## src/sv/cqe_pkg.sv

```systemverilog
// shared types and constants of the circular linked queue engine
package cqe_pkg;

  localparam int NUM_ELEMENTS_DEF = 64;
  localparam int NUM_QUEUES_DEF   = 4;

  localparam int REQ_W  = 2;
  localparam int QID_W  = 2;
  localparam int ELEM_W = 6;
  localparam int STAT_W = 2;
  localparam int CNT_W  = 7;

  localparam int IN_DATA_W  = 8;
  localparam int OUT_DATA_W = 16;

  localparam int CNT_MAX = (1 << CNT_W) - 1;

  typedef enum logic [REQ_W-1:0] {
    REQ_APPEND = 2'd0,
    REQ_REMOVE = 2'd1,
    REQ_SIZE   = 2'd2
  } req_t;

  typedef enum logic [STAT_W-1:0] {
    STAT_OK        = 2'd0,
    STAT_QUEUED    = 2'd1,
    STAT_EMPTY     = 2'd2,
    STAT_NOT_FOUND = 2'd3
  } status_t;

endpackage

```

## src/sv/circular_linked_queue_engine.sv

```systemverilog
// Circular doubly linked queue engine: a pool of NUM_ELEMENTS elements linked into
// NUM_QUEUES circular queues through next and prev link memories, one head per queue.
// A request (append, remove or size) is taken when the engine is idle and answers with
// exactly one result. Membership is checked through the owning queue stored beside each
// next link and a queued bit, and each queue keeps a running count, so no list is ever
// walked. A request passes through ST_LINK and ST_DONE before the next one is accepted; an
// append to a non-empty queue also passes through ST_TAIL, because each link memory has a
// single write port and the tail must be relinked in a second write after the registered
// read of the head's prev link.
// The output register lets the next request be taken while a result waits for out_tready.
module circular_linked_queue_engine
  import cqe_pkg::*;
#(
  parameter int NUM_ELEMENTS = NUM_ELEMENTS_DEF,
  parameter int NUM_QUEUES   = NUM_QUEUES_DEF
) (
  input  logic                  clk,
  input  logic                  rst_n,
  input  logic                  in_tvalid,
  output logic                  in_tready,
  input  logic [IN_DATA_W-1:0]  in_tdata,   // queue_id[1:0], element[7:2]
  input  logic [REQ_W-1:0]      in_tuser,   // req_type[1:0]
  output logic                  out_tvalid,
  input  logic                  out_tready,
  output logic [OUT_DATA_W-1:0] out_tdata   // status[1:0], removed_element[7:2],
                                            // queue_count[14:8], zero[15]
);

  localparam int EW = $clog2(NUM_ELEMENTS);
  localparam int QW = (NUM_QUEUES > 1) ? $clog2(NUM_QUEUES) : 1;
  localparam int NW = $clog2(NUM_ELEMENTS + 1);

  typedef enum logic [3:0] {
    ST_IDLE = 4'b0001,
    ST_LINK = 4'b0010,
    ST_TAIL = 4'b0100,
    ST_DONE = 4'b1000
  } state_t;

  state_t state_r, state_nxt;

  // link memories; the owning queue sits above each next link
  logic [QW+EW-1:0] next_mem [NUM_ELEMENTS];
  logic [EW-1:0]    prev_mem [NUM_ELEMENTS];
  logic [EW-1:0] next_rd_r, prev_rd_r;
  logic [QW-1:0] owner_rd_r;

  logic          next_we, prev_we;
  logic [EW-1:0] next_waddr, next_wdata, prev_waddr, prev_wdata;

  // per-element and per-queue state
  logic [NUM_ELEMENTS-1:0] queued_r;
  logic [NUM_QUEUES-1:0]   nonempty_r;
  logic [EW-1:0]           head_r  [NUM_QUEUES];
  logic [NW-1:0]           count_r [NUM_QUEUES];

  // latched request
  req_t              req_r;
  logic [QID_W-1:0]  qid_r;
  logic [ELEM_W-1:0] elem_r;
  status_t           stat_r;
  logic [EW-1:0]     e_idx;
  logic [QW-1:0]     q_idx;
  logic              qok, eok;

  logic              in_fire;
  req_t              in_req;
  logic [EW-1:0]     in_e_idx;
  logic [QW-1:0]     in_q_idx;
  logic [EW-1:0]     prev_raddr;

  status_t           stat_c;
  logic              do_append, do_remove, out_load;

  logic              out_tvalid_r;
  logic [OUT_DATA_W-1:0] out_tdata_r;
  logic [CNT_W-1:0]  count_sat;
  logic [ELEM_W-1:0] removed_c;

  assign in_fire  = in_tvalid && in_tready;
  assign in_req   = req_t'(in_tuser);
  assign in_q_idx = QW'(in_tdata[QID_W-1:0]);
  assign in_e_idx = EW'(in_tdata[QID_W +: ELEM_W]);
  // append needs the tail, which is the prev link of the head
  assign prev_raddr = (in_req == REQ_APPEND) ? head_r[in_q_idx] : in_e_idx;

  assign e_idx = EW'(elem_r);
  assign q_idx = QW'(qid_r);
  assign qok   = (int'(qid_r) < NUM_QUEUES);
  assign eok   = (int'(elem_r) < NUM_ELEMENTS);

  assign in_tready  = (state_r == ST_IDLE);
  assign out_tvalid = out_tvalid_r;
  assign out_tdata  = out_tdata_r;

  // outcome of the request, valid in ST_LINK once the owner read has returned
  always_comb begin
    stat_c = STAT_OK;
    unique case (req_r)
      REQ_APPEND: begin
        priority if (!qok)            stat_c = STAT_EMPTY;
        else if (!eok)                stat_c = STAT_NOT_FOUND;
        else if (queued_r[e_idx])     stat_c = STAT_QUEUED;
        else                          stat_c = STAT_OK;
      end
      REQ_REMOVE: begin
        priority if (!qok || !nonempty_r[q_idx])              stat_c = STAT_EMPTY;
        else if (!eok || !queued_r[e_idx] || owner_rd_r != q_idx) stat_c = STAT_NOT_FOUND;
        else                                                  stat_c = STAT_OK;
      end
      default: stat_c = STAT_OK;
    endcase
  end

  assign do_append = (state_r == ST_LINK) && (req_r == REQ_APPEND) && (stat_c == STAT_OK);
  assign do_remove = (state_r == ST_LINK) && (req_r == REQ_REMOVE) && (stat_c == STAT_OK);

  // link memory write ports; every next link written belongs to the addressed queue
  always_comb begin
    next_we    = 1'b0;
    prev_we    = 1'b0;
    next_waddr = e_idx;
    next_wdata = e_idx;
    prev_waddr = e_idx;
    prev_wdata = e_idx;
    if (do_append) begin
      next_we = 1'b1;
      prev_we = 1'b1;
      if (nonempty_r[q_idx]) begin
        next_wdata = head_r[q_idx];
        prev_wdata = prev_rd_r;
      end
    end else if (do_remove) begin
      prev_we    = 1'b1;
      prev_waddr = next_rd_r;
      prev_wdata = prev_rd_r;
      next_we    = 1'b1;
      next_waddr = prev_rd_r;
      next_wdata = next_rd_r;
    end else if (state_r == ST_TAIL) begin
      // head's prev and old tail's next now point at the new element
      prev_we    = 1'b1;
      prev_waddr = head_r[q_idx];
      next_we    = 1'b1;
      next_waddr = prev_rd_r;
    end
  end

  always_ff @(posedge clk) begin
    if (next_we) next_mem[next_waddr] <= {q_idx, next_wdata};
    if (in_fire) {owner_rd_r, next_rd_r} <= next_mem[in_e_idx];
  end

  always_ff @(posedge clk) begin
    if (prev_we) prev_mem[prev_waddr] <= prev_wdata;
    if (in_fire) prev_rd_r <= prev_mem[prev_raddr];
  end

  assign out_load = (state_r == ST_DONE) && (!out_tvalid_r || out_tready);

  always_comb begin
    state_nxt = state_r;
    unique case (state_r)
      ST_IDLE: if (in_fire) state_nxt = ST_LINK;
      ST_LINK: begin
        if (do_append && nonempty_r[q_idx]) state_nxt = ST_TAIL;
        else                                state_nxt = ST_DONE;
      end
      ST_TAIL: state_nxt = ST_DONE;
      ST_DONE: if (out_load) state_nxt = ST_IDLE;
      default: state_nxt = ST_IDLE;
    endcase
  end

  always_ff @(posedge clk) begin
    if (!rst_n) begin
      state_r    <= ST_IDLE;
      queued_r   <= '0;
      nonempty_r <= '0;
      for (int i = 0; i < NUM_QUEUES; i++) begin
        head_r[i]  <= '0;
        count_r[i] <= '0;
      end
    end else begin
      state_r <= state_nxt;
      if (do_append) begin
        queued_r[e_idx]   <= 1'b1;
        nonempty_r[q_idx] <= 1'b1;
        count_r[q_idx]    <= count_r[q_idx] + NW'(1);
        if (!nonempty_r[q_idx]) head_r[q_idx] <= e_idx;
      end
      if (do_remove) begin
        queued_r[e_idx] <= 1'b0;
        count_r[q_idx]  <= count_r[q_idx] - NW'(1);
        // sole element links to itself
        if (next_rd_r == e_idx)        nonempty_r[q_idx] <= 1'b0;
        else if (head_r[q_idx] == e_idx) head_r[q_idx]   <= next_rd_r;
      end
    end
  end

  always_ff @(posedge clk) begin
    if (in_fire) begin
      req_r  <= in_req;
      qid_r  <= in_tdata[QID_W-1:0];
      elem_r <= in_tdata[QID_W +: ELEM_W];
    end
    if (state_r == ST_LINK) stat_r <= stat_c;
  end

  // count as it stands after the request, saturated to the field
  always_comb begin
    count_sat = '0;
    if (qok) begin
      if (int'(count_r[q_idx]) > CNT_MAX) count_sat = CNT_W'(CNT_MAX);
      else                                count_sat = CNT_W'(count_r[q_idx]);
    end
  end

  assign removed_c = (req_r == REQ_REMOVE && stat_r == STAT_OK) ? elem_r : '0;

  always_ff @(posedge clk) begin
    if (!rst_n) begin
      out_tvalid_r <= 1'b0;
    end else if (out_load) begin
      out_tvalid_r <= 1'b1;
    end else if (out_tready) begin
      out_tvalid_r <= 1'b0;
    end
  end

  always_ff @(posedge clk) begin
    if (out_load) out_tdata_r <= {1'b0, count_sat, removed_c, stat_r};
  end

  a_state_onehot: assert property (@(posedge clk) disable iff (!rst_n)
    $onehot(state_r))
    else $error("sequencer state not one-hot");

  a_refused_no_element: assert property (@(posedge clk) disable iff (!rst_n)
    out_tvalid && (out_tdata[STAT_W-1:0] != STAT_OK) |-> (out_tdata[STAT_W +: ELEM_W] == '0))
    else $error("refused request reports a removed element");

  a_count_matches_flag: assert property (@(posedge clk) disable iff (!rst_n)
    nonempty_r[0] == (count_r[0] != '0))
    else $error("queue count disagrees with non-empty flag");

  a_result_follows: assert property (@(posedge clk) disable iff (!rst_n)
    out_load |=> out_tvalid && (state_r == ST_IDLE))
    else $error("finished request produced no result");

endmodule
```

## config.mk

```make
export PLATFORM = sky130hd
export DESIGN_NAME = circular_linked_queue_engine
export DESIGN_NICKNAME = d
export VERILOG_FILES = /design/src/sv/cqe_pkg.sv /design/src/sv/circular_linked_queue_engine.sv
export SDC_FILE = /design/constraint.sdc
export NUM_CORES = 1
export LEC_CHECK = 0
export BUFFER_PORTS_ARGS = -buffer_cell sky130_fd_sc_hd__buf_2
export CELL_PAD_IN_SITES_DETAIL_PLACEMENT = 1
export CELL_PAD_IN_SITES_GLOBAL_PLACEMENT = 1
export CORE_MARGIN = 8
export CORE_UTILIZATION = 59
export DETAILED_ROUTE_END_ITERATION = 6
export PLACE_DENSITY = 0.92
export SYNTH_ARGS = -nofsm -noshare
export SYNTH_HDL_FRONTEND = slang
export SYNTH_SLANG_ARGS = --single-unit
```

## constraint.sdc

```tcl
create_clock -name clk -period 8.45 [get_ports clk]
set_input_delay 0.4225 -clock clk [delete_from_list [all_inputs] [get_ports clk]]
set_output_delay 0.4225 -clock clk [all_outputs]
set_load 0.01 [all_outputs]
```

==> key figures <==
Power
  • Worst VDD drop: between 200 and 250 µV
  • P_leak: 15.37 nW
  • P per Cell Area: 235.7 mW/mm²

Placement
  • Placer Congestion: roughly 0.94
  • Port Buf Inserts: 30
  • Post-Place Worst Slack: between 2 and 3 ns
  • DPL Wire Length: 76230 µm
  • Placed cell areas: 0.04490 mm²

Route
  • Wire length on met1: 47350 µm
  • ANT nets after route: 0
  • Vias: 27.34k
  • DRT Pass-1 Iters: 7
  • Top layer in use: met5
  • Post-route DRC violation count: 13
  • Initial DRC count: around 4k
  • DRT Wirelength: 138700 µm
  • WL met2: 69030 µm
  • WL met3: 14180 µm
  • Vias per inst: 7.358
  • Drt wl/cell: 37.33 µm

Synthesis
  • Yosys warnings: 0
  • Synth Area per Inst: 16.54 µm²
  • Post-Syn Nets: about 2.7k
  • Commonest cells in the netlist: edfxtp_1 (989), nor2_1 (279), mux4_2 (212), nand2_1 (190), mux2i_1 (120)
  • Gate Count Post-Synth: roughly 2.7k
  • Most frequent cell after synthesis: edfxtp_1
  • Cell area after synthesis: 0.04382 mm²
  • #FFs+latches synth: about 1.1k
  • Ranking of synthesized cells by area: edfxtp_1 (68%), mux4_2 (11%), dfxtp_1 (3.4%)
  • Post-synth EDFFs: 989
  • Synth cell types: 75
  • Sequential area share after synthesis: between 70% and 80%
  • Yosys top cell area share: 67.77%
  • Top_reg_cell synth: edfxtp_1
  • Post-synth top area cell: edfxtp_1
  • Async SR Flop Fraction: 0%

Die
  • Core region area: between 0.07 and 0.08 mm²
  • Die area: 0.08325 mm²
  • Starting Density: between 50 and 60%
  • Row Count: 100
  • Chip Height: a little under 300 µm
  • Io pins: 32
  • Chip width: 288.5 µm

Clock tree
  • CTS tree: yes
  • Root buffer cell: clkbuf_16
  • Max H-tree Level: 3
  • Num CTS Buffers: 102
  • Post-CTS setup buffers: 0
  • Later-pin clock latency in the skew report: approximately 0.7 ns
  • CTS Sinks: 1064
  • Clk buf depth: 3
  • Clk slew on worst S/H paths: 0.07 ns

Timing
  • Fmax: 168.3 MHz
  • Setup WS post-layout: 2.509 ns
  • RSZ-0062 raised after global routing: false
  • Final Critical Period: 5.941 ns
  • Endpoints failing setup: 0
  • Final Hold Fails: 0
  • Setup tns final: 0 ns
  • Fin Hold WS: 0.05379 ns
  • Final Slew Violations: 0
  • Final period util: 70.31%
  • Slew Limit Headroom: 0.8247%
  • Layout Skew: 0.06011 ns
  • Actual slew at the worst max-slew pin: 1.488 ns

Setup path
  • Setup crit start kind: flip-flop
  • Crit end category: flip-flop
  • Crit path max-delay cell type: nor4_4
  • CP Max Fanout: 24
  • Crit-path cells: inv_2 -> nand2_1 -> o211ai_1 -> a221oi_1 -> nand4_2 -> nor4_4 -> buf_4 -> and2_1 -> o22ai_2 -> nor2_1
  • CP max stage delay: between 1 and 1.5 ns
  • Worst path arrival time: 6.23 ns
  • Worst Path Required: 8.74 ns
  • Kind of critical path: flip-flop to flip-flop

GRT
  • Initial antenna violation count: 3
  • Total GRT Usage: about a third
  • Global route total overflow: 0
  • Largest net degree at the start of global routing: 143
  • Vias in the first global route: 28.33k
  • Global-route wire length before repair: 201700 µm

Run status
  • Failing checks: design-rule violations
  • Run status: complete, but fails checks

Finish
  • Share of cells above drive strength 1: 17.48%
  • Layout area overhead: 10.24%
  • Cell area after layout: about 0.048 mm²
  • Post-layout nets: 2678
  • Final Util: about two thirds

Job
  • MaxCap Viol Count: 0

Hold path
  • Worst min path class: input pin to flip-flop
[flip-flops by register name (all words and copies together) (netlist names), 4 cells and up, named ones only]
| name | flops |
|---|---|
| out_tdata | 15 |
| nonempty_r | 4 |
| queued_r | 64 |
| state_r | 4 |
| head_r | 24 |
| count_r | 28 |
| next_mem | 512 |
| next_rd_r | 6 |
| e_idx | 6 |
| prev_mem | 384 |
| prev_rd_r | 6 |
[where the power goes]
part	internal [mW]	switching (mW)	total [mW]
Clock	2.61	2.14	4.75
Combinational	0.253	0.535	0.789
Sequential	5.80	0.0498	5.85
[final timing paths]
path / from / end / slack (ns) / cells after the start
setup reg to reg: e_idx[1] / next_mem[41][6] / 2.51 / 10
hold reg to reg: queued_r[8] / queued_r[8] / 0.50 / 2
hold / removal: in_tuser[1] / req_r[1] / 0.05 / 1
setup / recovery: e_idx[1] / next_mem[41][6] / 2.51 / 10
[metal layers]
metal,vias to the layer above,global-route usage (%)
met5,-,0
met3,572,6.969
li1,10490,-
met2,2306,56.19
met1,13970,41.29
met4,2,15.63
[metrics by stage]
step | total power [mW] | std cells
CTS | 11.36 | 3714
finish | 11.39 | 3716
global placement | 6.635 | 3524
detailed placement | 6.690 | 3524
global route | 11.54 | 3715
floorplan | 6.422 | 2650
[what timing repair did]
item / in CTS / in global routing
hold buffers: 2 / 0
resized for setup: 0 / 0
hold endpoints to repair: 2 / 0
[cells by family (layout without fill, tap and decap cells)]
group | after synthesis | count (layout) | synth area share, %
XOR/XNOR | 20 | 20 | 0.3997
multiplexers | 346 | 346 | 14.00
adder cells (fa/ha/maj) | 2 | 2 | 0.05709
other | 1 | 2 | 0.008557
AND/OR/NAND/NOR | 648 | 648 | 6.601
flip-flops | 1064 | 1064 | 71.20
AO/OA/AOI/OAI | 396 | 396 | 6.022
buffers and inverters | 173 | 269 | 1.713
[placed cells by master, fill, tap and decap left out, types with 7 or more instances in the layout]
cell type / netlist / final
nand3_1: 19 / 19
clkinv_2: 0 / 17
bufinv_16: 0 / 12
xor2_1: 7 / 7
dfxtp_1: 75 / 75
nor4_1: 7 / 7
nor2_1: 279 / 279
clkbuf_16: 0 / 102
a22oi_1: 21 / 21
mux2i_1: 120 / 117
inv_1: 11 / 11
a311oi_1: 24 / 24
a21oi_1: 94 / 87
o21ai_0: 76 / 76
buf_2: 48 / 28
xnor2_1: 13 / 13
edfxtp_1: 989 / 989
and2_1: 40 / 40
nand2_1: 190 / 190
clkbuf_1: 70 / 19
o22ai_2: 7 / 8
clkinv_1: 1 / 23
nor3_1: 30 / 30
buf_4: 11 / 32
nand2b_1: 15 / 15
mux2_2: 12 / 12
a211oi_1: 85 / 85
o22ai_1: 13 / 12
nor2b_1: 10 / 10
mux4_2: 212 / 212
a31oi_1: 30 / 30
and2_0: 20 / 20
[layout make-up]
class                      count  area (µm²)
timing repair buffer          65       454.2
clock inverter                66       732.0
sequential                  1064       31200
clock buffer                 122        2638
tap                          969        1212
fill                        6135       25640
inverter                      16       60.06
antenna                        1       2.502
multi-input combinational   1413       12010
[worst max-delay path, delay by kind of cell, from the launching register on]
kind            cells  cell delay (ns)
buf+inv             2             0.74
flops               1             0.98
compound gates      3             0.95
simple gates        5             2.87
(Power assumes the default switching activity.)
